<file path="config.mk">
export PLATFORM = sky130hd
export DESIGN_NAME = ring_fault_diagnosis_table_flat
export DESIGN_NICKNAME = d
export VERILOG_FILES = /design/src/rtl/rfd_pkg.sv /design/src/rtl/rfd_chan_if.sv /design/src/rtl/rfd_ram.sv /design/src/rtl/ring_fault_diagnosis_table.sv /design/src/flat_wrapper.sv
export SDC_FILE = /design/constraint.sdc
export NUM_CORES = 1
export LEC_CHECK = 0
export BUFFER_PORTS_ARGS = -buffer_cell sky130_fd_sc_hd__buf_2
export CORE_UTILIZATION = 55
export CTS_BUF_LIST = sky130_fd_sc_hd__clkbuf_4 sky130_fd_sc_hd__clkbuf_8
export DETAILED_ROUTE_END_ITERATION = 12
export PLACE_DENSITY_LB_ADDON = 0.1
export SYNTH_ARGS = -nofsm -noshare
export SYNTH_HDL_FRONTEND = slang
export SYNTH_SLANG_ARGS = --single-unit
export TNS_END_PERCENT = 5
</file>
<file path="constraint.sdc">
create_clock -name clk -period 2.5 [get_ports clk]
set_input_delay 0.5 -clock clk [delete_from_list [all_inputs] [get_ports clk]]
set_output_delay 0.5 -clock clk [all_outputs]
set_load 0.01 [all_outputs]
</file>
<file path="src/rtl/rfd_pkg.sv">
// Package with the shared codes and field widths of the ring fault diagnosis table.
`timescale 1ns / 1ps

package rfd_pkg;

  localparam int unsigned ACTION_W  = 2;
  localparam int unsigned NODE_W    = 3;
  localparam int unsigned VERDICT_W = 2;
  localparam int unsigned VIEW_W    = 2;
  localparam int unsigned CNT_W     = 3;

  // At most eight results per event; the last is always the final one.
  localparam logic [CNT_W-1:0] SUSP_MAX = 3'd7;

  typedef enum logic [ACTION_W-1:0] {
    ACT_TEST    = 2'd0,
    ACT_FAIL    = 2'd1,
    ACT_RECOVER = 2'd2
  } action_t;

  typedef enum logic [VERDICT_W-1:0] {
    VERD_CORRECT     = 2'd0,
    VERD_SUSPECT     = 2'd1,
    VERD_ALL_SUSPECT = 2'd2,
    VERD_NONE        = 2'd3
  } verdict_t;

  typedef enum logic [VIEW_W-1:0] {
    VIEW_CORRECT = 2'd0,
    VIEW_FAULTY  = 2'd1,
    VIEW_UNKNOWN = 2'd3
  } view_t;

endpackage

</file>
<file path="src/rtl/rfd_chan_if.sv">
// Channel interfaces for the event input and the diagnosis result output.
`timescale 1ns / 1ps

interface rfd_in_if;
  logic                         valid;
  logic                         ready;
  logic [rfd_pkg::ACTION_W-1:0] action;
  logic [rfd_pkg::NODE_W-1:0]   node;

  modport source (output valid, output action, output node, input ready);
  modport sink (input valid, input action, input node, output ready);
endinterface

interface rfd_out_if;
  logic                          valid;
  logic                          ready;
  logic [rfd_pkg::NODE_W-1:0]    tester;
  logic [rfd_pkg::NODE_W-1:0]    tested;
  logic [rfd_pkg::VERDICT_W-1:0] verdict;
  logic                          last;

  modport source (output valid, output tester, output tested, output verdict, output last,
                  input ready);
  modport sink (input valid, input tester, input tested, input verdict, input last,
                output ready);
endinterface

</file>
<file path="src/rtl/rfd_ram.sv">
// Generic single-write, single-read RAM with a registered read port.
`timescale 1ns / 1ps

module rfd_ram #(
  parameter int unsigned WIDTH = 1,
  parameter int unsigned DEPTH = 8
) (
  input  logic                     clk,
  input  logic                     we,
  input  logic [$clog2(DEPTH)-1:0] waddr,
  input  logic [WIDTH-1:0]         wdata,
  input  logic [$clog2(DEPTH)-1:0] raddr,
  output logic [WIDTH-1:0]         rdata
);

  logic [WIDTH-1:0] mem [DEPTH];

  always_ff @(posedge clk) begin
    if (we) begin
      mem[waddr] <= wdata;
    end
    rdata <= mem[raddr];
  end

endmodule

</file>
<file path="src/rtl/ring_fault_diagnosis_table.sv">
// Top level of the ring fault diagnosis table: event sequencer around the flag and view RAMs.
`timescale 1ns / 1ps

// The block keeps a failed flag for every ring node in one RAM and each node's view of all
// nodes (unknown, correct, faulty) in a second RAM of NUM_PROCS*NUM_PROCS entries. After reset
// a clearing pass over all NUM_PROCS*NUM_PROCS view entries initialises both RAMs, during
// which no event is accepted. A fault, recovery or ignored event gives one result, which the
// final state loads into the result register once the output slot is free. A test event
// reads the tester's flag and, if the tester has not failed, walks the ring one node per
// cycle, limited by the single read port of the flag RAM; its final result then passes from
// the final state into the result register. A result waiting on the output holds the walk
// or the final step. One new event is accepted once the previous one has issued its final
// result.
module ring_fault_diagnosis_table #(
  parameter int unsigned NUM_PROCS = 8
) (
  input  logic       clk,
  input  logic       rst_n,
  rfd_in_if.sink     in_ch,
  rfd_out_if.source  out_ch
);

  localparam int unsigned PW = $clog2(NUM_PROCS);
  localparam int unsigned VW = $clog2(NUM_PROCS * NUM_PROCS);
  localparam logic [PW-1:0] LAST_IDX = PW'(NUM_PROCS - 1);

  typedef enum logic [4:0] {
    S_CLEAR = 5'b00001,
    S_IDLE  = 5'b00010,
    S_TEST  = 5'b00100,
    S_WALK  = 5'b01000,
    S_FIN   = 5'b10000
  } state_t;

  state_t state_r, state_nxt;

  logic [PW-1:0]                 clr_row_r, clr_row_nxt;
  logic [PW-1:0]                 clr_col_r, clr_col_nxt;
  logic [rfd_pkg::NODE_W-1:0]    node_r, node_nxt;
  logic [PW-1:0]                 next_r, next_nxt;
  logic [rfd_pkg::CNT_W-1:0]     cnt_r, cnt_nxt;
  logic [rfd_pkg::NODE_W-1:0]    fin_tested_r, fin_tested_nxt;
  logic [rfd_pkg::VERDICT_W-1:0] fin_verdict_r, fin_verdict_nxt;

  logic                          out_valid_r, out_valid_nxt;
  logic [rfd_pkg::NODE_W-1:0]    out_tester_r, out_tester_nxt;
  logic [rfd_pkg::NODE_W-1:0]    out_tested_r, out_tested_nxt;
  logic [rfd_pkg::VERDICT_W-1:0] out_verdict_r, out_verdict_nxt;
  logic                          out_last_r, out_last_nxt;

  logic                          flag_we, flag_wdata, flag_rdata;
  logic [PW-1:0]                 flag_waddr, flag_raddr;
  logic                          view_we;
  logic [VW-1:0]                 view_waddr, view_raddr;
  logic [rfd_pkg::VIEW_W-1:0]    view_wdata, view_rdata;

  logic          slot_free;
  logic          in_xfer;
  logic          node_bad;
  logic [PW-1:0] node_idx;
  logic          emit;
  logic          adv;

  function automatic logic [VW-1:0] vaddr(input logic [PW-1:0] r, input logic [PW-1:0] c);
    vaddr = VW'(r) * VW'(NUM_PROCS) + VW'(c);
  endfunction

  function automatic logic [PW-1:0] ring_inc(input logic [PW-1:0] p);
    ring_inc = (p == LAST_IDX) ? '0 : p + PW'(1);
  endfunction

  rfd_ram #(.WIDTH(1), .DEPTH(NUM_PROCS)) u_flag_ram (
    .clk   (clk),
    .we    (flag_we),
    .waddr (flag_waddr),
    .wdata (flag_wdata),
    .raddr (flag_raddr),
    .rdata (flag_rdata)
  );

  rfd_ram #(.WIDTH(rfd_pkg::VIEW_W), .DEPTH(NUM_PROCS * NUM_PROCS)) u_view_ram (
    .clk   (clk),
    .we    (view_we),
    .waddr (view_waddr),
    .wdata (view_wdata),
    .raddr (view_raddr),
    .rdata (view_rdata)
  );

  assign slot_free  = !out_valid_r || out_ch.ready;
  assign in_ch.ready = (state_r == S_IDLE);
  assign in_xfer    = in_ch.valid && in_ch.ready;
  assign node_bad   = (int'(in_ch.node) >= int'(NUM_PROCS));
  assign node_idx   = PW'(node_r);
  assign view_raddr = vaddr(node_idx, node_idx);

  assign out_ch.valid   = out_valid_r;
  assign out_ch.tester  = out_tester_r;
  assign out_ch.tested  = out_tested_r;
  assign out_ch.verdict = out_verdict_r;
  assign out_ch.last    = out_last_r;

  always_comb begin
    state_nxt       = state_r;
    clr_row_nxt     = clr_row_r;
    clr_col_nxt     = clr_col_r;
    node_nxt        = node_r;
    next_nxt        = next_r;
    cnt_nxt         = cnt_r;
    fin_tested_nxt  = fin_tested_r;
    fin_verdict_nxt = fin_verdict_r;

    out_valid_nxt   = out_valid_r && !out_ch.ready;
    out_tester_nxt  = out_tester_r;
    out_tested_nxt  = out_tested_r;
    out_verdict_nxt = out_verdict_r;
    out_last_nxt    = out_last_r;

    flag_we    = 1'b0;
    flag_waddr = clr_col_r;
    flag_wdata = 1'b0;
    flag_raddr = next_r;
    view_we    = 1'b0;
    view_waddr = vaddr(node_idx, next_r);
    view_wdata = rfd_pkg::VIEW_CORRECT;
    emit       = 1'b0;
    adv        = 1'b0;

    unique case (state_r)
      S_CLEAR: begin
        flag_we    = (clr_row_r == '0);
        view_we    = 1'b1;
        view_waddr = vaddr(clr_row_r, clr_col_r);
        view_wdata = (clr_row_r == clr_col_r) ? rfd_pkg::VIEW_CORRECT : rfd_pkg::VIEW_UNKNOWN;
        if (clr_col_r == LAST_IDX) begin
          clr_col_nxt = '0;
          clr_row_nxt = clr_row_r + PW'(1);
          if (clr_row_r == LAST_IDX) begin
            state_nxt = S_IDLE;
          end
        end else begin
          clr_col_nxt = clr_col_r + PW'(1);
        end
      end
      S_IDLE: begin
        flag_raddr = PW'(in_ch.node);
        if (in_xfer) begin
          node_nxt        = in_ch.node;
          cnt_nxt         = '0;
          fin_tested_nxt  = in_ch.node;
          fin_verdict_nxt = rfd_pkg::VERD_NONE;
          state_nxt       = S_FIN;
          if (!node_bad) begin
            unique case (in_ch.action)
              rfd_pkg::ACT_TEST: begin
                state_nxt = S_TEST;
              end
              rfd_pkg::ACT_FAIL: begin
                flag_we    = 1'b1;
                flag_waddr = PW'(in_ch.node);
                flag_wdata = 1'b1;
              end
              rfd_pkg::ACT_RECOVER: begin
                flag_we    = 1'b1;
                flag_waddr = PW'(in_ch.node);
                flag_wdata = 1'b0;
              end
              default: begin
              end
            endcase
          end
        end
      end
      S_TEST: begin
        if (flag_rdata) begin
          state_nxt = S_FIN;
        end else begin
          next_nxt   = ring_inc(node_idx);
          flag_raddr = ring_inc(node_idx);
          state_nxt  = S_WALK;
        end
      end
      S_WALK: begin
        if (flag_rdata) begin
          view_we    = 1'b1;
          view_wdata = rfd_pkg::VIEW_FAULTY;
          emit       = (cnt_r < rfd_pkg::SUSP_MAX);
          adv        = !emit || slot_free;
          if (emit && slot_free) begin
            out_valid_nxt   = 1'b1;
            out_tester_nxt  = node_r;
            out_tested_nxt  = rfd_pkg::NODE_W'(next_r);
            out_verdict_nxt = rfd_pkg::VERD_SUSPECT;
            out_last_nxt    = 1'b0;
            cnt_nxt         = cnt_r + rfd_pkg::CNT_W'(1);
          end
          if (adv) begin
            next_nxt   = ring_inc(next_r);
            flag_raddr = ring_inc(next_r);
          end
        end else begin
          fin_tested_nxt = rfd_pkg::NODE_W'(next_r);
          if (next_r == node_idx) begin
            fin_verdict_nxt = rfd_pkg::VERD_ALL_SUSPECT;
          end else begin
            view_we         = 1'b1;
            view_wdata      = rfd_pkg::VIEW_CORRECT;
            fin_verdict_nxt = rfd_pkg::VERD_CORRECT;
          end
          state_nxt = S_FIN;
        end
      end
      S_FIN: begin
        if (slot_free) begin
          out_valid_nxt   = 1'b1;
          out_tester_nxt  = node_r;
          out_tested_nxt  = fin_tested_r;
          out_verdict_nxt = fin_verdict_r;
          out_last_nxt    = 1'b1;
          state_nxt       = S_IDLE;
        end
      end
      default: begin
        state_nxt = S_CLEAR;
      end
    endcase
  end

  always_ff @(posedge clk) begin
    if (!rst_n) begin
      state_r     <= S_CLEAR;
      clr_row_r   <= '0;
      clr_col_r   <= '0;
      out_valid_r <= 1'b0;
    end else begin
      state_r     <= state_nxt;
      clr_row_r   <= clr_row_nxt;
      clr_col_r   <= clr_col_nxt;
      out_valid_r <= out_valid_nxt;
    end
  end

  always_ff @(posedge clk) begin
    node_r        <= node_nxt;
    next_r        <= next_nxt;
    cnt_r         <= cnt_nxt;
    fin_tested_r  <= fin_tested_nxt;
    fin_verdict_r <= fin_verdict_nxt;
    out_tester_r  <= out_tester_nxt;
    out_tested_r  <= out_tested_nxt;
    out_verdict_r <= out_verdict_nxt;
    out_last_r    <= out_last_nxt;
  end

`ifndef SYNTHESIS
  // The diagonal of the view matrix is only ever written by the clearing pass.
  a_diag_correct: assert property (@(posedge clk) disable iff (!rst_n)
    state_r == S_WALK |-> view_rdata == rfd_pkg::VIEW_CORRECT)
    else $error("view matrix diagonal entry is not correct during a walk");

  // A walk that returns to the tester must find the tester working.
  a_tester_working: assert property (@(posedge clk) disable iff (!rst_n)
    (state_r == S_WALK && next_r == node_idx) |-> !flag_rdata)
    else $error("walk reached a failed tester");

  // Leaving the final state always leaves a final result in the output register.
  a_final_loaded: assert property (@(posedge clk) disable iff (!rst_n)
    (state_r == S_IDLE && $past(state_r == S_FIN)) |-> (out_valid_r && out_last_r))
    else $error("event finished without a final result");

  // Flags change only in the clearing pass or on the transfer of an event.
  a_flag_write: assert property (@(posedge clk) disable iff (!rst_n)
    flag_we |-> (state_r == S_CLEAR || (state_r == S_IDLE && in_xfer)))
    else $error("unexpected write to the failed flags");
`endif

endmodule
</file>
<file path="src/flat_wrapper.sv">
// flat-port wrapper written by rule: the top's interface ports become plain ports
module ring_fault_diagnosis_table_flat 
#(
  parameter int unsigned NUM_PROCS = 8
)
  (clk, rst_n, in_ch_valid, in_ch_action, in_ch_node, in_ch_ready, out_ch_valid, out_ch_tester, out_ch_tested, out_ch_verdict, out_ch_last, out_ch_ready);
  rfd_in_if in_ch_i ();
  rfd_out_if out_ch_i ();
  input  logic clk;
  input  logic rst_n;
  input wire logic [$bits(in_ch_i.valid)-1:0] in_ch_valid;
  input wire logic [$bits(in_ch_i.action)-1:0] in_ch_action;
  input wire logic [$bits(in_ch_i.node)-1:0] in_ch_node;
  output wire logic [$bits(in_ch_i.ready)-1:0] in_ch_ready;
  output wire logic [$bits(out_ch_i.valid)-1:0] out_ch_valid;
  output wire logic [$bits(out_ch_i.tester)-1:0] out_ch_tester;
  output wire logic [$bits(out_ch_i.tested)-1:0] out_ch_tested;
  output wire logic [$bits(out_ch_i.verdict)-1:0] out_ch_verdict;
  output wire logic [$bits(out_ch_i.last)-1:0] out_ch_last;
  input wire logic [$bits(out_ch_i.ready)-1:0] out_ch_ready;
  assign in_ch_i.valid = in_ch_valid;
  assign in_ch_i.action = in_ch_action;
  assign in_ch_i.node = in_ch_node;
  assign in_ch_ready = in_ch_i.ready;
  assign out_ch_valid = out_ch_i.valid;
  assign out_ch_tester = out_ch_i.tester;
  assign out_ch_tested = out_ch_i.tested;
  assign out_ch_verdict = out_ch_i.verdict;
  assign out_ch_last = out_ch_i.last;
  assign out_ch_i.ready = out_ch_ready;
  ring_fault_diagnosis_table #(.NUM_PROCS(NUM_PROCS)) u_core (.clk(clk), .rst_n(rst_n), .in_ch(in_ch_i), .out_ch(out_ch_i));
endmodule
</file>
==> metrics.csv <==
stage;metric;value;unit
run_status;status;completed;
logic_synthesis;ys flop type;edfxtp_1;
cts;clock root cell;clkbuf_8;
logic_synthesis;Synth cell types;51;
power_and_ir_drop;Peak VDD IR;0.000357;V
logic_synthesis;Synth Cell Area;2280;sq um
floorplan;Die Width;66.3;um
logic_synthesis;Yosys top cell by area;edfxtp_1;
sta;final setup skew;0.00473;ns
critical_path;CP Launch Type;flop;
min_path;HP Class;input pin to flop;
drt;final WL;4.58;mm
sta;Final min period;2.40;ns
global_routing;GRT overflow;0;
logic_synthesis;syn_nets;232;
sta;max-slew violations;0;
critical_path;crit-path max FO;3;
logic_synthesis;Synth top area share;40.9;%
cts;CTS tree;done;
critical_path;Worst EP arrival;2.59;ns
drt;via count;1651;
floorplan;Chip Height;66.3;um
floorplan;IO Count;20;
job;max-cap violations;0;
power_and_ir_drop;Leak;0.00108;uW
floorplan;row cnt;23;
cts;worst skew pair latency;0.30;ns
global_routing;first-pass GRT wire length;7.50;mm
critical_path;WP data required;2.69;ns
sta;endpoints failing setup;0;
sta;Worst-Margin Slew;0.494;ns
sta;max frequency;0.417;GHz
cts;CTS HTree Levels;2;
sta;period utilization;95.9;%
floorplan;DIE AREA;4400;sq um
logic_synthesis;Avg Cell Area, Syn;10.8;sq um
global_routing;pin count of the biggest net entering global routing;15;
logic_synthesis;async set-reset flop share out of synthesis;0;%
placement;I/O Buffers;19;
logic_synthesis;Synth area leaders;edfxtp_1 41%, dfxtp_1 11%, ha_1 6.6%, nand2_1 5.1%, nor2_1 3.8%;
logic_synthesis;most frequent cells after synthesis;31 x edfxtp_1, 31 x nand2_1, 23 x nor2_1;
cts;clock sinks;44;
drt;DRC Markers;0;
critical_path;CP Class;flop to flop;
cells_and_area;share of cells above drive strength 1;20.6;%
logic_synthesis;Seq cells post-synth;44;
sta;Hold Worst Slack;0.442;ns
sta;Worst slew margin;66.8;%
cts;CTS Buf Count;5;
cells_and_area;Area Overhead vs Synth;12.7;%
global_routing;GRT Overall Usage;23.4;%
drt;Antenna Violating Nets Remaining;0;
floorplan;initial cell density of the core;56.9;%
power_and_ir_drop;Total Power;1440;uW
power_and_ir_drop;Power Dens Cells;559;nW/um^2
placement;hpwl dp;3.48;mm
logic_synthesis;Post-synth EDFFs;31;
logic_synthesis;Syn Inst Count;211;
cts;hold bufs inserted after CTS;0;
placement;GPL Wtd Cong;0.869;
global_routing;vias in the first global route;1674;
cts;postcts setup bufs;0;
logic_synthesis;Yosys warning count;0;
critical_path;crit end category;flop;
cells_and_area;Fillers;325;
drt;First DRT Iteration DRCs;109;
critical_path;setup slack, reg-to-reg;0.10;ns
cts;worst-case clock buffer depth;2;
drt;DR pass1 iterations;4;
cts;Resized Gates After CTS;0;
logic_synthesis;sequential fraction of the synthesis area;52.3;%
cts;Worst-path clk slew;0.08;ns
floorplan;Placeable Area;4000;sq um
sta;RSZ-0062 raised after global routing;no;
drt;DR vias/cell;5.63;
cells_and_area;ant diodes;0;
drt;WL per Instance;15.6;um
sta;Final Hold Fails;0;
global_routing;initial antenna violation count;0;
cells_and_area;fin nets;263;
[cells by family (layout without fill, tap and decap cells)]
kind of cell               after synthesis  after routing  synth area share, %
and+or+nand+nor                         86             86                 19.2
AOI/OAI and AO/OA                       39             39                 12.0
buffers and inverters                   19             51                 3.68
DFF                                     44             44                 52.3
xor gates and xnor gates                 5              5                 1.92
adders and majority gates               12             12                 6.59
muxes                                    6              6                 4.23
[final timing paths]
| check | start | end | cells after the start |
|---|---|---|---|
| max | u_core.cnt_r[0] | u_core.u_flag_ram.rdata | 6 |
| min | rst_n | u_core.state_r[0] | 2 |
| max reg2reg | u_core.cnt_r[0] | u_core.u_flag_ram.rdata | 6 |
| min reg2reg | u_core.clr_row_r[1] | u_core.clr_row_r[1] | 2 |
[critical path: stages, from the launching register on]
cell and delay [ns]:
edfxtp_1 0.40, nand3_2 0.12, a21boi_2 0.21, mux2_4 0.33
a221oi_2 0.36, mux4_1 0.60, mux2_2 0.27
[routing by layer]
layer	wire (um)	share of wire (%)	track usage (%)	vias to the layer above
met3	184	4.0	6.38	7
met2	2460	54	41.5	37
li1	-	-	-	825
met4	72	1.6	10.9	0
met5	0	0	0	-
met1	1860	41	25.7	782
[per-stage QoR]
step | TNS [ns] | utilization [%] | setup slack, ns | instances | area, sq um
6_report | 0 | 64.2 | 0.103 | 293 | 2570
2_1_floorplan | 0 | - | 0.161 | 211 | 2280
3_3_place_gp | 0 | 62.0 | 0.0331 | 285 | 2480
5_1_grt | 0 | 64.2 | 0.0273 | 293 | 2570
4_1_cts | 0 | 64.2 | 0.0943 | 293 | 2570
3_5_place_dp | -0.0117 | 62.0 | -0.0117 | 285 | 2480
[where the power goes]
part / switching (uW) / internal [uW] / total [uW]
clock: 233 / 216 / 449
combinational: 93.4 / 62.9 / 156
sequential: 24.8 / 806 / 831
total: 351 / 1090 / 1440
[registers in the layout, summed over array words and instances (netlist names)]
register / count
u_core.node_idx: 3
u_core.clr_row_r: 3
u_core.out_ch.valid: 1
u_core.state_r: 5
u_core.fin_verdict_r: 2
u_core.out_ch.last: 1
u_core.u_flag_ram.mem: 8
u_core.out_ch.tested: 3
u_core.cnt_r: 3
u_core.u_flag_ram.rdata: 1
u_core.next_r: 3
u_core.out_ch.tester: 3
u_core.clr_col_r: 3
u_core.out_ch.verdict: 2
u_core.fin_tested_r: 3
[layout make-up]
type                       instances  area [sq um]  area share [%]
sequential                        44          1190            46.4
multi-input combinational        148          1000            39.0
timing repair buffer              28           163            6.34
clock buffer                       7          83.8            3.27
tap                               50          62.6            2.44
inverter                          15          61.3            2.39
clock inverter                     1          3.75           0.146
[cells in the final DEF, fill, tap and decap left out, drive strengths merged, types with 2 or more instances in the layout]
| cell | count |
|---|---|
| nand2 | 31 |
| edfxtp | 31 |
| buf | 28 |
| nor2 | 23 |
| dfxtp | 13 |
| inv | 13 |
| ha | 12 |
| a21oi | 11 |
| nand3 | 8 |
| clkbuf | 7 |
| o21ai | 6 |
| nor3 | 6 |
| a31oi | 4 |
| and2 | 4 |
| nor3b | 3 |
| and3 | 3 |
| xor2 | 3 |
| nor2b | 3 |
| nand3b | 3 |
| clkinv | 3 |
| mux2 | 3 |
| a22oi | 2 |
| o31ai | 2 |
| o21a | 2 |
| xnor2 | 2 |
| mux4 | 2 |
No activity file was read; power rests on OpenSTA's default activity.
